**src/rtl/fcdl_pkg.sv**
```systemverilog
`timescale 1ns / 1ps
// Shared types and constants of the circular delay line FIR filter.
package fcdl_pkg;

  // Tap count (1 to 8) and the field widths.
  localparam int Taps     = 8;
  localparam int PosW     = (Taps > 1) ? $clog2(Taps) : 1;
  localparam int DataW    = 16;
  localparam int CoefW    = 16;
  localparam int NumCoef  = 8;
  localparam int CoefIdxW = 3;
  localparam int CfgIdxW  = 4;
  localparam int ProdW    = DataW + CoefW;
  localparam int AccW     = ProdW + PosW;

  // Reset value of the coefficient that weights the newest sample.
  localparam logic [CoefW-1:0] CoefNewestReset = 16'h7fff;

  typedef enum logic [1:0] {
    StIdle,
    StRead,
    StDrain,
    StOut
  } fcdl_state_e;

endpackage

```
**src/rtl/fir_filter_circular_delay_line.sv**
```systemverilog
`timescale 1ns / 1ps
// Direct-form FIR filter over a circular delay line held in a small RAM.
// It works on one item at a time: a new item is accepted only in idle, after the last result
// has been loaded into the output register, since every tap goes through the single
// shared multiply-accumulate unit and the one read port of the delay-line RAM.
// Reset: coefficients pass only the newest sample, scaled by just under one, the delay
// line reads as zero through per-entry valid bits, and the write position returns to zero.
module fir_filter_circular_delay_line (
  input  logic                               clk_i,
  input  logic                               rst_ni,
  input  logic                               in_valid_i,
  output logic                               in_ready_o,
  input  logic signed [fcdl_pkg::DataW-1:0]  sample_in_i,
  output logic                               out_valid_o,
  input  logic                               out_ready_i,
  output logic signed [fcdl_pkg::DataW-1:0]  sample_out_o,
  input  logic                               cfg_valid_i,
  output logic                               cfg_ready_o,
  input  logic [fcdl_pkg::CfgIdxW-1:0]       cfg_index_i,
  input  logic [fcdl_pkg::CoefW-1:0]         cfg_data_i
);

  localparam int PosW  = fcdl_pkg::PosW;
  localparam int DataW = fcdl_pkg::DataW;
  localparam int ProdW = fcdl_pkg::ProdW;
  localparam int AccW  = fcdl_pkg::AccW;
  localparam int ShW   = AccW - (DataW - 1);

  fcdl_pkg::fcdl_state_e state_q, state_d;

  logic [fcdl_pkg::CoefW-1:0] coef_q [fcdl_pkg::NumCoef];
  logic [fcdl_pkg::Taps-1:0]  vld_q, vld_d;
  logic [PosW-1:0]            pos_q, pos_d;
  logic [PosW-1:0]            rd_ptr_q, rd_ptr_d;
  logic [PosW-1:0]            k_q, k_d;

  logic                       s1_vld_q;
  logic                       s1_hit_q;
  logic [PosW-1:0]            s1_k_q;
  logic                       s2_vld_q;
  logic signed [ProdW-1:0]    prod_q, prod_d;
  logic signed [AccW-1:0]     acc_q, acc_d;
  logic signed [DataW-1:0]    out_q, out_d;
  logic                       out_valid_q, out_valid_d;

  logic                       ram_we, ram_re;
  logic [DataW-1:0]           ram_rdata;
  logic                       in_fire, out_load;
  logic signed [ShW-1:0]      shifted;
  logic                       no_ovf;
  logic signed [DataW-1:0]    sample_rd;

  function automatic logic [PosW-1:0] pos_wrap(input logic [PosW-1:0] p);
    if (p >= PosW'(fcdl_pkg::Taps - 1)) begin
      return '0;
    end
    return p + 1'b1;
  endfunction

  fcdl_ram #(
    .Width(DataW),
    .Depth(fcdl_pkg::Taps)
  ) u_delay_ram (
    .clk_i  (clk_i),
    .we_i   (ram_we),
    .waddr_i(pos_q),
    .wdata_i(sample_in_i),
    .re_i   (ram_re),
    .raddr_i(rd_ptr_q),
    .rdata_o(ram_rdata)
  );

  assign cfg_ready_o  = 1'b1;
  assign out_valid_o  = out_valid_q;
  assign sample_out_o = out_q;

  // Control: write the new sample, then walk the line oldest first.
  always_comb begin
    state_d  = state_q;
    vld_d    = vld_q;
    pos_d    = pos_q;
    rd_ptr_d = rd_ptr_q;
    k_d      = k_q;
    ram_we   = 1'b0;
    ram_re   = 1'b0;
    out_load = 1'b0;
    in_ready_o = 1'b0;
    in_fire  = 1'b0;
    case (state_q)
      fcdl_pkg::StIdle: begin
        in_ready_o = 1'b1;
        if (in_valid_i) begin
          in_fire       = 1'b1;
          ram_we        = 1'b1;
          vld_d[pos_q]  = 1'b1;
          pos_d         = pos_wrap(pos_q);
          rd_ptr_d      = pos_wrap(pos_q);
          k_d           = '0;
          state_d       = fcdl_pkg::StRead;
        end
      end
      fcdl_pkg::StRead: begin
        ram_re   = 1'b1;
        rd_ptr_d = pos_wrap(rd_ptr_q);
        k_d      = k_q + 1'b1;
        if (k_q == PosW'(fcdl_pkg::Taps - 1)) begin
          state_d = fcdl_pkg::StDrain;
        end
      end
      fcdl_pkg::StDrain: begin
        if (!s1_vld_q && !s2_vld_q) begin
          state_d = fcdl_pkg::StOut;
        end
      end
      fcdl_pkg::StOut: begin
        if (!out_valid_q || out_ready_i) begin
          out_load = 1'b1;
          state_d  = fcdl_pkg::StIdle;
        end
      end
      default: begin
        state_d = fcdl_pkg::StIdle;
      end
    endcase
  end

  always_ff @(posedge clk_i or negedge rst_ni) begin
    if (!rst_ni) begin
      state_q <= fcdl_pkg::StIdle;
    end else begin
      state_q <= state_d;
    end
  end

  // Datapath: an entry never written reads as zero.
  assign sample_rd = s1_hit_q ? $signed(ram_rdata) : '0;
  assign prod_d    = $signed(coef_q[fcdl_pkg::CoefIdxW'(s1_k_q)]) * sample_rd;
  assign acc_d     = in_fire ? '0 :
                     (s2_vld_q ? acc_q + {{(AccW - ProdW){prod_q[ProdW-1]}}, prod_q} : acc_q);

  // Floor shift by 15; the result fits when the bits above the sign agree.
  assign shifted = acc_q[AccW-1:DataW-1];
  assign no_ovf  = (&shifted[ShW-1:DataW-1]) || !(|shifted[ShW-1:DataW-1]);
  assign out_d   = no_ovf ? shifted[DataW-1:0] :
                   (shifted[ShW-1] ? {1'b1, {(DataW - 1){1'b0}}} : {1'b0, {(DataW - 1){1'b1}}});

  assign out_valid_d = out_load ? 1'b1 : (out_valid_q && !out_ready_i);

  always_ff @(posedge clk_i or negedge rst_ni) begin
    if (!rst_ni) begin
      vld_q       <= '0;
      pos_q       <= '0;
      rd_ptr_q    <= '0;
      k_q         <= '0;
      s1_vld_q    <= 1'b0;
      s2_vld_q    <= 1'b0;
      out_valid_q <= 1'b0;
      for (int i = 0; i < fcdl_pkg::NumCoef; i++) begin
        coef_q[i] <= (i == fcdl_pkg::NumCoef - 1) ? fcdl_pkg::CoefNewestReset : '0;
      end
    end else begin
      vld_q       <= vld_d;
      pos_q       <= pos_d;
      rd_ptr_q    <= rd_ptr_d;
      k_q         <= k_d;
      s1_vld_q    <= ram_re;
      s2_vld_q    <= s1_vld_q;
      out_valid_q <= out_valid_d;
      if (cfg_valid_i && (cfg_index_i < fcdl_pkg::CfgIdxW'(fcdl_pkg::NumCoef))) begin
        coef_q[fcdl_pkg::CoefIdxW'(cfg_index_i)] <= cfg_data_i;
      end
    end
  end

  always_ff @(posedge clk_i) begin
    s1_hit_q <= vld_q[rd_ptr_q];
    s1_k_q   <= k_q;
    prod_q   <= prod_d;
    acc_q    <= acc_d;
    if (out_load) begin
      out_q <= out_d;
    end
  end

endmodule

```
**src/rtl/fcdl_ram.sv**
```systemverilog
`timescale 1ns / 1ps
// Generic simple dual-port RAM with one write port and a registered read port.
module fcdl_ram #(
  parameter int Width = 16,
  parameter int Depth = 8
) (
  input  logic                                      clk_i,
  input  logic                                      we_i,
  input  logic [((Depth > 1) ? $clog2(Depth) : 1)-1:0] waddr_i,
  input  logic [Width-1:0]                          wdata_i,
  input  logic                                      re_i,
  input  logic [((Depth > 1) ? $clog2(Depth) : 1)-1:0] raddr_i,
  output logic [Width-1:0]                          rdata_o
);

  logic [Width-1:0] mem_q [Depth];
  logic [Width-1:0] rdata_q;

  always_ff @(posedge clk_i) begin
    if (we_i) begin
      mem_q[waddr_i] <= wdata_i;
    end
    if (re_i) begin
      rdata_q <= mem_q[raddr_i];
    end
  end

  assign rdata_o = rdata_q;

endmodule

```
**config.mk**
```make
export PLATFORM = sky130hd
export DESIGN_NAME = fir_filter_circular_delay_line
export DESIGN_NICKNAME = d
export VERILOG_FILES = /design/src/rtl/fcdl_pkg.sv /design/src/rtl/fir_filter_circular_delay_line.sv /design/src/rtl/fcdl_ram.sv
export SDC_FILE = /design/constraint.sdc
export NUM_CORES = 1
export LEC_CHECK = 0
export BUFFER_PORTS_ARGS = -buffer_cell sky130_fd_sc_hd__buf_2
export CAP_MARGIN = 10
export CORE_UTILIZATION = 55
export CTS_CLUSTER_DIAMETER = 80
export DETAILED_ROUTE_END_ITERATION = 6
export PLACE_DENSITY = 0.68
export SYNTH_ARGS = -nofsm -noshare
export SYNTH_HDL_FRONTEND = slang
export SYNTH_SLANG_ARGS = --single-unit
```
**constraint.sdc**
```tcl
create_clock -name clk_i -period 9.5 [get_ports clk_i]
set_clock_uncertainty 0.1 [all_clocks]
set_input_delay 0.95 -clock clk_i [delete_from_list [all_inputs] [get_ports clk_i]]
set_output_delay 0.95 -clock clk_i [all_outputs]
set_load 0.005 [all_outputs]
```
==> metrics list, run 1 <==
* Result of the run: finished, final reports clean
- Violation count after the first detailed-routing iteration: approximately 1,100
- Fin cells: 2,945
* DP HPWL: approximately 42,000 um
- After detailed routing, the average wire length per cell comes to around 20 um.
- Crit path kind: flip-flop to flip-flop
- Slowest stage cell, crit path: sky130_fd_sc_hd__mux2i_1
- Final Util: 60.37%
* TritonCTS buffer count: 42
* Number of distinct standard cells referenced by the synthesized netlist: 75
- Weighted congestion at the end of routability-driven global placement: 0.9447
- In the post-synthesis netlist, the biggest area contributors are sky130_fd_sc_hd__fa_1 (20%), sky130_fd_sc_hd__edfxtp_1 (18%), sky130_fd_sc_hd__dfrtp_1 (13%), sky130_fd_sc_hd__mux2_2 (6.8%), sky130_fd_sc_hd__ha_1 (6.0%).
- Global-route congestion overflow total: 0
* Max_slew headroom: about a fifth
- The largest single stage delay on the critical path is roughly 850 ps.
* Max Root-Sink Buffers: 3
- Initial standard-cell utilization of the core: between 50% and 60%
* Number of max-cap violations: 0
* Initial antenna violation count: 1
* CP Data Required Time: 9860 ps
* Later-pin clock latency in the skew report: between 500 and 600 ps
- Kind of end point of the critical path: flip-flop
- First element of the critical path: s1_k_q[1]$_DFF_P_
- Count of final hold-check violations: 0
- Placement row count: 80
* Placed insts: between 2,000 and 3,000
* Die Ht: 221.4 um
* Worst hold slack: 266.3 ps
- In the routed design, unresolved DRC markers number 0.
* R2R Path End: prod_q[30]$_DFF_P_
- In this run the number of H-tree levels came out at 2.
- In this run the clock root is driven by a sky130_fd_sc_hd__clkbuf_16.
- Setup repair bufs after CTS: 0
- CP Launch Type: flip-flop
- The path class of the tightest hold or removal check is input pin to async pin.
- Setup-failing EPs final: 0
- PortBufs: 58
- Depth of the worst register-to-register path: 23
- Peak fanout along the critical path: 20
* # clock sinks: 381
- First-pass GRT wire length: about 95,000 um
- Dividing the final minimum period by the clock period gives ~87%.
- Sequence of cells on the critical path: buf_12 > mux4_2 > mux2i_1 > nor2_1 > fa_1 > inv_1 > fa_1 > fa_1 > inv_1 > fa_1 > fa_1 > inv_1 > fa_1 > inv_1 > ha_1 > and4_1 > and3_1 > o311ai_0 > a21oi_1 > o221ai_1 > a211oi_1 > or4_1 > nand3_1
- Detailed Route WL: slightly below 60,000 um
- TritonCTS built the clock tree.
* Reg clk slew, reported paths: about 50 ps
* Max Slew Vio Count: 0
- Number of enable-type register cells in the synthesized netlist: 160
- The startpoint identified for the worst register-to-register timing path is s1_k_q[1]$_DFF_P_.
* Setup slack on the worst flop-to-flop path: 1270 ps
- For this run, the detailed router's first-pass iteration total came to 7.
- Data arrival at the endpoint of the critical path: roughly 8600 ps
- The Yosys step of the flow raised 0 warnings.
- The core region is around 0.048 mm2.
- RSZ-0062 raised after global routing: false
* Post-synthesis register bit count: approximately 380
- Gate count after technology mapping: 2,245
* Leading area contributor after synthesis: sky130_fd_sc_hd__fa_1
- Horizontal die dimension: about 220 um
* Part of the Yosys area used for sequential elements: between 30 and 40%
- Summed over its instances, the top area cell type makes up approximately a fifth of the synthesized netlist area.
- Avg Vias per Cell: 5.725
- Signed area change from the synthesized netlist to the final layout: 8.629%
- Number of nets in the layout: ~2,700
* Fillcell total: about 3,900
- Number of buffers added to fix hold violations after cts: 0
- Counting flops with an async set or reset pin after synthesis yields a share of 39.37%.
- The cell that appears most often on the critical path is sky130_fd_sc_hd__fa_1.
- Vias post-DR: about 17,000
- Gates resized during post-CTS repair numbered 0.
- Netlist Area Pre-Place: approximately 0.026 mm2
* Total negative slack: 0 ps
- Maximum number of pins on one net before global-route repair: between 80 and 90
- All-layer global routing usage: 24.81%
* DIE AREA: roughly 0.05 mm2
- 60 I/O pins were placed.
* Nets in the synthesized netlist: 2,675
* Vias in the first global route: 18,317
- Fraction of final layout cells with drive strength greater than 1: about a fifth
* Mean Syn Cell Area: ~12 um2
- The worst path needs roughly 8000 ps of the cycle, external delays included.
* Residual antenna-violating net count after detailed routing: 0
- For the pin with the worst max-slew slack, the measured transition is 1204 ps.
- Timing-limited maximum frequency: approximately 120 MHz
* Top flip-flop cell by instance count after synthesis: sky130_fd_sc_hd__edfxtp_1
==> registers in the layout, indices dropped and copies added (netlist names), 8 cells and up <==
register             cells
acc_q                   35
coef_q                 128
prod_q                  32
sample_out_o            16
u_delay_ram.mem_q      128
u_delay_ram.rdata_o     16
vld_q                    8
==> cell usage after synthesis, types with 6 or more instances <==
| library cell | instances |
|---|---|
| sky130_fd_sc_hd__edfxtp_1 | 160 |
| sky130_fd_sc_hd__nand4_1 | 7 |
| sky130_fd_sc_hd__or2_2 | 16 |
| sky130_fd_sc_hd__o211ai_1 | 8 |
| sky130_fd_sc_hd__nor2_1 | 176 |
| sky130_fd_sc_hd__buf_2 | 7 |
| sky130_fd_sc_hd__a211oi_1 | 16 |
| sky130_fd_sc_hd__or3_1 | 9 |
| sky130_fd_sc_hd__nand3_1 | 25 |
| sky130_fd_sc_hd__o21a_1 | 9 |
| sky130_fd_sc_hd__dfxtp_1 | 71 |
| sky130_fd_sc_hd__a21o_1 | 31 |
| sky130_fd_sc_hd__dfrtp_1 | 135 |
| sky130_fd_sc_hd__xor2_1 | 16 |
| sky130_fd_sc_hd__nor3_1 | 28 |
| sky130_fd_sc_hd__nor2b_1 | 17 |
| sky130_fd_sc_hd__nand2b_1 | 18 |
| sky130_fd_sc_hd__and3_1 | 12 |
| sky130_fd_sc_hd__xnor2_1 | 35 |
| sky130_fd_sc_hd__mux2i_1 | 32 |
| sky130_fd_sc_hd__fa_1 | 263 |
| sky130_fd_sc_hd__ha_1 | 126 |
| sky130_fd_sc_hd__mux2_2 | 159 |
| sky130_fd_sc_hd__a21oi_1 | 65 |
| sky130_fd_sc_hd__and2_1 | 16 |
| sky130_fd_sc_hd__dfstp_2 | 15 |
| sky130_fd_sc_hd__nand2_1 | 172 |
| sky130_fd_sc_hd__inv_1 | 324 |
| sky130_fd_sc_hd__a32oi_1 | 6 |
| sky130_fd_sc_hd__a31oi_1 | 7 |
| sky130_fd_sc_hd__mux4_2 | 66 |
| sky130_fd_sc_hd__o21ai_0 | 39 |
| sky130_fd_sc_hd__clkbuf_1 | 57 |
| sky130_fd_sc_hd__buf_1 | 8 |
==> metal layers <==
metal	track usage (%)	vias up	routed length, um
met5	0	-	0
met4	10.62	0	2295
met3	4.966	131	3560
met2	41.72	450	28690
met1	31.37	8613	23330
li1	-	7666	-
==> area by class of cell <==
class	count	area [um2]	share of cell area (%)
timing repair buffer	88	534.3	1.857
tap	615	769.5	2.675
clock inverter	23	220.2	0.7656
inverter	325	1220	4.241
clock buffer	54	1140	3.963
sequential	381	10000	34.77
antenna	1	2.502	0.008700
multi-input combinational	1458	14880	51.72
==> placed cells by master (no fill, tap or decap), types with 66 or more instances in the layout <==
cell type,instances
sky130_fd_sc_hd__fa_1,263
sky130_fd_sc_hd__mux2_2,159
sky130_fd_sc_hd__dfrtp_1,134
sky130_fd_sc_hd__dfxtp_1,70
sky130_fd_sc_hd__mux4_2,66
sky130_fd_sc_hd__nor2_1,176
sky130_fd_sc_hd__inv_1,324
sky130_fd_sc_hd__ha_1,126
sky130_fd_sc_hd__nand2_1,172
sky130_fd_sc_hd__edfxtp_1,160
==> worst max-delay path by stage <==
stage                                     to
final                     prod_q[30]$_DFF_P_
after global routing      prod_q[30]$_DFF_P_
after CTS                 prod_q[30]$_DFF_P_
after detailed placement  prod_q[30]$_DFF_P_
after global placement    prod_q[30]$_DFF_P_
after floorplan           prod_q[31]$_DFF_P_
==> stage by stage <==
| step | area (um2) | setup WS [ps] |
|---|---|---|
| floorplan | 26480 | 2365 |
| global placement | 27400 | 1457 |
| detailed placement | 27400 | 1355 |
| CTS | 28760 | 1324 |
| global route | 28760 | 898.2 |
| finish | 28760 | 1272 |
==> logic make-up after synthesis <==
| family | after synthesis | share of synthesized area, % |
|---|---|---|
| and+or+nand+nor | 525 | 9.054 |
| other | 1 | 0.01416 |
| muxes | 257 | 13.59 |
| adders and majority gates | 389 | 25.84 |
| AOI/OAI and AO/OA | 235 | 5.864 |
| xor gates and xnor gates | 51 | 1.687 |
| buffers and inverters | 406 | 6.195 |
| DFF | 381 | 37.76 |
==> critical path, delay by kind of cell, from the launching register on <==
kind | cells | cell delay, ps
mux | 2 | 1170
flops | 1 | 770
simple gates | 5 | 900
fa+ha+maj | 7 | 3400
buf+inv | 5 | 480
compound gates | 4 | 1260
Power of run 1 is left out: the tool's default activity adds up to more than one toggle a clock period on the data nets, which glitch-free logic cannot reach.
==> inputs of run 2 (changes only) <==
--- a/config.mk
+++ b/config.mk
@@ -7,6 +7,7 @@
 export LEC_CHECK = 0
 export BUFFER_PORTS_ARGS = -buffer_cell sky130_fd_sc_hd__buf_2
 export CAP_MARGIN = 10
+export CORE_MARGIN = 10
 export CORE_UTILIZATION = 55
 export CTS_CLUSTER_DIAMETER = 80
 export DETAILED_ROUTE_END_ITERATION = 6
==> run 2 against run 1 <==
Effect of this change:
- first-iteration DRC count is 13% higher
- register-to-register slack improved by 90 ps
- core utilization is 0.27 points higher
- count of clock-buffer cells in the layout is 4 lower
- non-clock buffer count fell by 2
- sequential cell count is the same
- highest routed layer unchanged
- cell area grew 0.44%
- via count rose by 0.39%
- worst hold slack gained 6.7 ps
- maximum frequency increased by 1.1%
- routed wire length increased by 2.0%
==> metrics list, run 2 (synthesized netlist as in run 1, its figures left out) <==
- Result of the run: finished, final reports clean
- The cell sitting at the root of the clock tree is a sky130_fd_sc_hd__clkbuf_16.
- The first global-routing pass estimated ~97,000 um of wire.
- The number of hold violations in the final report was 0.
- Final worst-path setup slack: ~1400 ps
- Cell occurring most often along the worst timing path: sky130_fd_sc_hd__fa_1
- After clock tree synthesis, the clock-pin slew on the worst setup and hold paths is approximately 60 ps.
- The die covers roughly 0.057 mm2.
- The post-route netlist has between 10% and 20% of its cells at a drive strength greater than 1.
- Commonest non-fill, non-tap cells in the layout: sky130_fd_sc_hd__inv_1 (324), sky130_fd_sc_hd__fa_1 (263), sky130_fd_sc_hd__nor2_1 (176), sky130_fd_sc_hd__nand2_1 (172), sky130_fd_sc_hd__edfxtp_1 (160)
* Max_slew headroom: 24.93%
- The via count of the first global-routing pass was 18,074.
- Hold WC Path Type: flip-flop to flip-flop
- Input and output buffers added on the ports amount to slightly below 60.
- # clock sinks: between 300 and 400
* Signed area change from the synthesized netlist to the final layout: 9.106%
* Maximum number of pins on one net before global-route repair: slightly below 90
- Dividing the final minimum period by the clock period gives a little under nine tenths.
- Highest cell delay on the worst timing path: around 830 ps
- Placement row count: 80
- The critical path is of the flip-flop to flip-flop type.
* DR pass1 iterations: 5
- Leading cell type in the layout, fill and taps excluded: sky130_fd_sc_hd__inv_1
* Avg Vias per Cell: around 5.7
- Measured along the x axis, the die boundary spans 239.4 um.
- Number of nets in the layout: approximately 2,700
- The detailed router finished its first iteration with about 1,300 violations.
- Slowest stage cell, crit path: sky130_fd_sc_hd__mux2i_1
- RSZ-0062 raised after global routing: false
- Summing over every cut layer, the via total after detailed routing is about 17,000.
- Of all nets on the critical path, the largest fanout is 12.
* Max Slew Vio Count: 0
- PostCTS Resize Cnt: 0
- After layout, the minimum clock period comes to approximately 8000 ps.
- TritonCTS built the clock tree.
- Fillcell total: 3,800
* TritonCTS buffer count: 43
* Summed area of non-filler cells in the final layout: between 0.02 and 0.03 mm2
- In this run the vertical extent of the chip is about 240 um.
- Wires add up to between 50,000 and 60,000 um.
* Kind of end point of the critical path: flip-flop
* Initial standard-cell utilization of the core: between 50 and 60%
- Based on the critical path, the design can be clocked at up to about 120 MHz.
* Multi-input gate area: 0.01488 mm2
- At the placement stage, the worst setup path has a slack of ~1400 ps.
- The largest registers in the layout are coef_q: 128 flops, u_delay_ram.mem_q: 128 flops, acc_q: 35 flops.
- Cell area after placement: 0.02737 mm2
- Number of remaining DRC errors: 0
* CP Data Required Time: 9850 ps
* Worst hold slack: approximately 270 ps
- Global routing finished with a remaining overflow of 0.
* Residual antenna-violating net count after detailed routing: 0
* Area taken by flip-flops and latches: around 0.010 mm2
* Least-Margin Pin Slew: about 1100 ps
* Number of buffers added to fix hold violations after cts: 0
* Later-pin clock latency in the skew report: approximately 560 ps
* Total number of H-tree levels: 2
- Setup-failing EPs final: 0
- Weighted congestion at the end of routability-driven global placement: ~1
- All-layer global routing usage: a little over a fifth
- 60 I/O pins were placed.
* Floorplan Core Area: between 0.04 and 0.05 mm2
* CP Launch Type: flip-flop
- The initial antenna violation count was 1.
- Max-cap violations in this run came to 0.
- Total negative slack: 0 ps
- Sequence of cells on the critical path: buf_4 > mux4_2 > mux2i_1 > nor2_1 > fa_1 > inv_1 > fa_1 > inv_1 > fa_1 > fa_1 > fa_1 > inv_1 > fa_1 > inv_1 > ha_1 > and4_1 > and3_1 > o311ai_0 > a21oi_1 > o221ai_1 > a211oi_1 > or4_1 > nand3_1
- DP HPWL: around 44,000 um
* Routed WL per cell: between 20 and 25 um
- Data arrival at the endpoint of the critical path: approximately 8500 ps
- Setup repair bufs after CTS: 0
- Max Root-Sink Buffers: 3
run 2: cell count changes in the layout (fill, tap and decap cells not counted), sizes merged:
cell      previous run  this run
bufinv               2         7
clkbuf              54        50
buf                 88        86
clkinv              16        14
inv                326       328
clkinvlp             4         5
run 2: final timing paths:
check,start,to,slack (ps),cells past startpoint
worst max-delay path,s1_k_q[0]$_DFF_P_,prod_q[30]$_DFF_P_,1360,23
worst min-delay path,s1_vld_q$_DFF_PN0_,s2_vld_q$_DFF_PN0_,270,0
worst max register to register,s1_k_q[0]$_DFF_P_,prod_q[30]$_DFF_P_,1360,23
worst min register to register,s1_vld_q$_DFF_PN0_,s2_vld_q$_DFF_PN0_,270,0
max in group asynchronous,rst_ni,coef_q[24]$_DFFE_PN0P_,7660,2
min in group asynchronous,rst_ni,coef_q[80]$_DFFE_PN0P_,350,1
run 2: layer usage:
metal  wire length [um]  up-vias  global-route usage (%)
li1                   -     7699                       -
met1              23850     8696                   26.44
met2              30060      434                   37.64
met3               3489       96                   4.494
met4               1628        0                   6.097
met5                  0        -                       0
run 2: per-stage QoR:
stage          util [%]  std cells
5_1_grt           60.63       2944
4_1_cts           60.63       2944
2_1_floorplan         -       2245
6_report          60.63       2945
3_5_place_dp      57.45       2865
3_3_place_gp      57.45       2865
run 2: final cells by class:
cell class                      count  area share [%]
Timing Repair Buffer               86           1.754
Inverter                          325           4.223
Antenna cell                        1        0.008662
Clock buffer                       50           3.959
Sequential cell                   381           34.62
Multi-Input combinational cell   1458           51.49
Tap cell                          615           2.664
Clock inverter                     29           1.282
run 2: critical path, delay by kind of cell (launching register included):
| kind | cells | cell delay (ps) |
|---|---|---|
| AO/OA/AOI/OAI | 4 | 1190 |
| adder cells (fa/ha/maj) | 7 | 3310 |
| buffers and inverters | 5 | 540 |
| flip-flops | 1 | 600 |
| multiplexers | 2 | 1380 |
| AND/OR/NAND/NOR | 5 | 890 |
Power of run 2 is left out for the same reason.
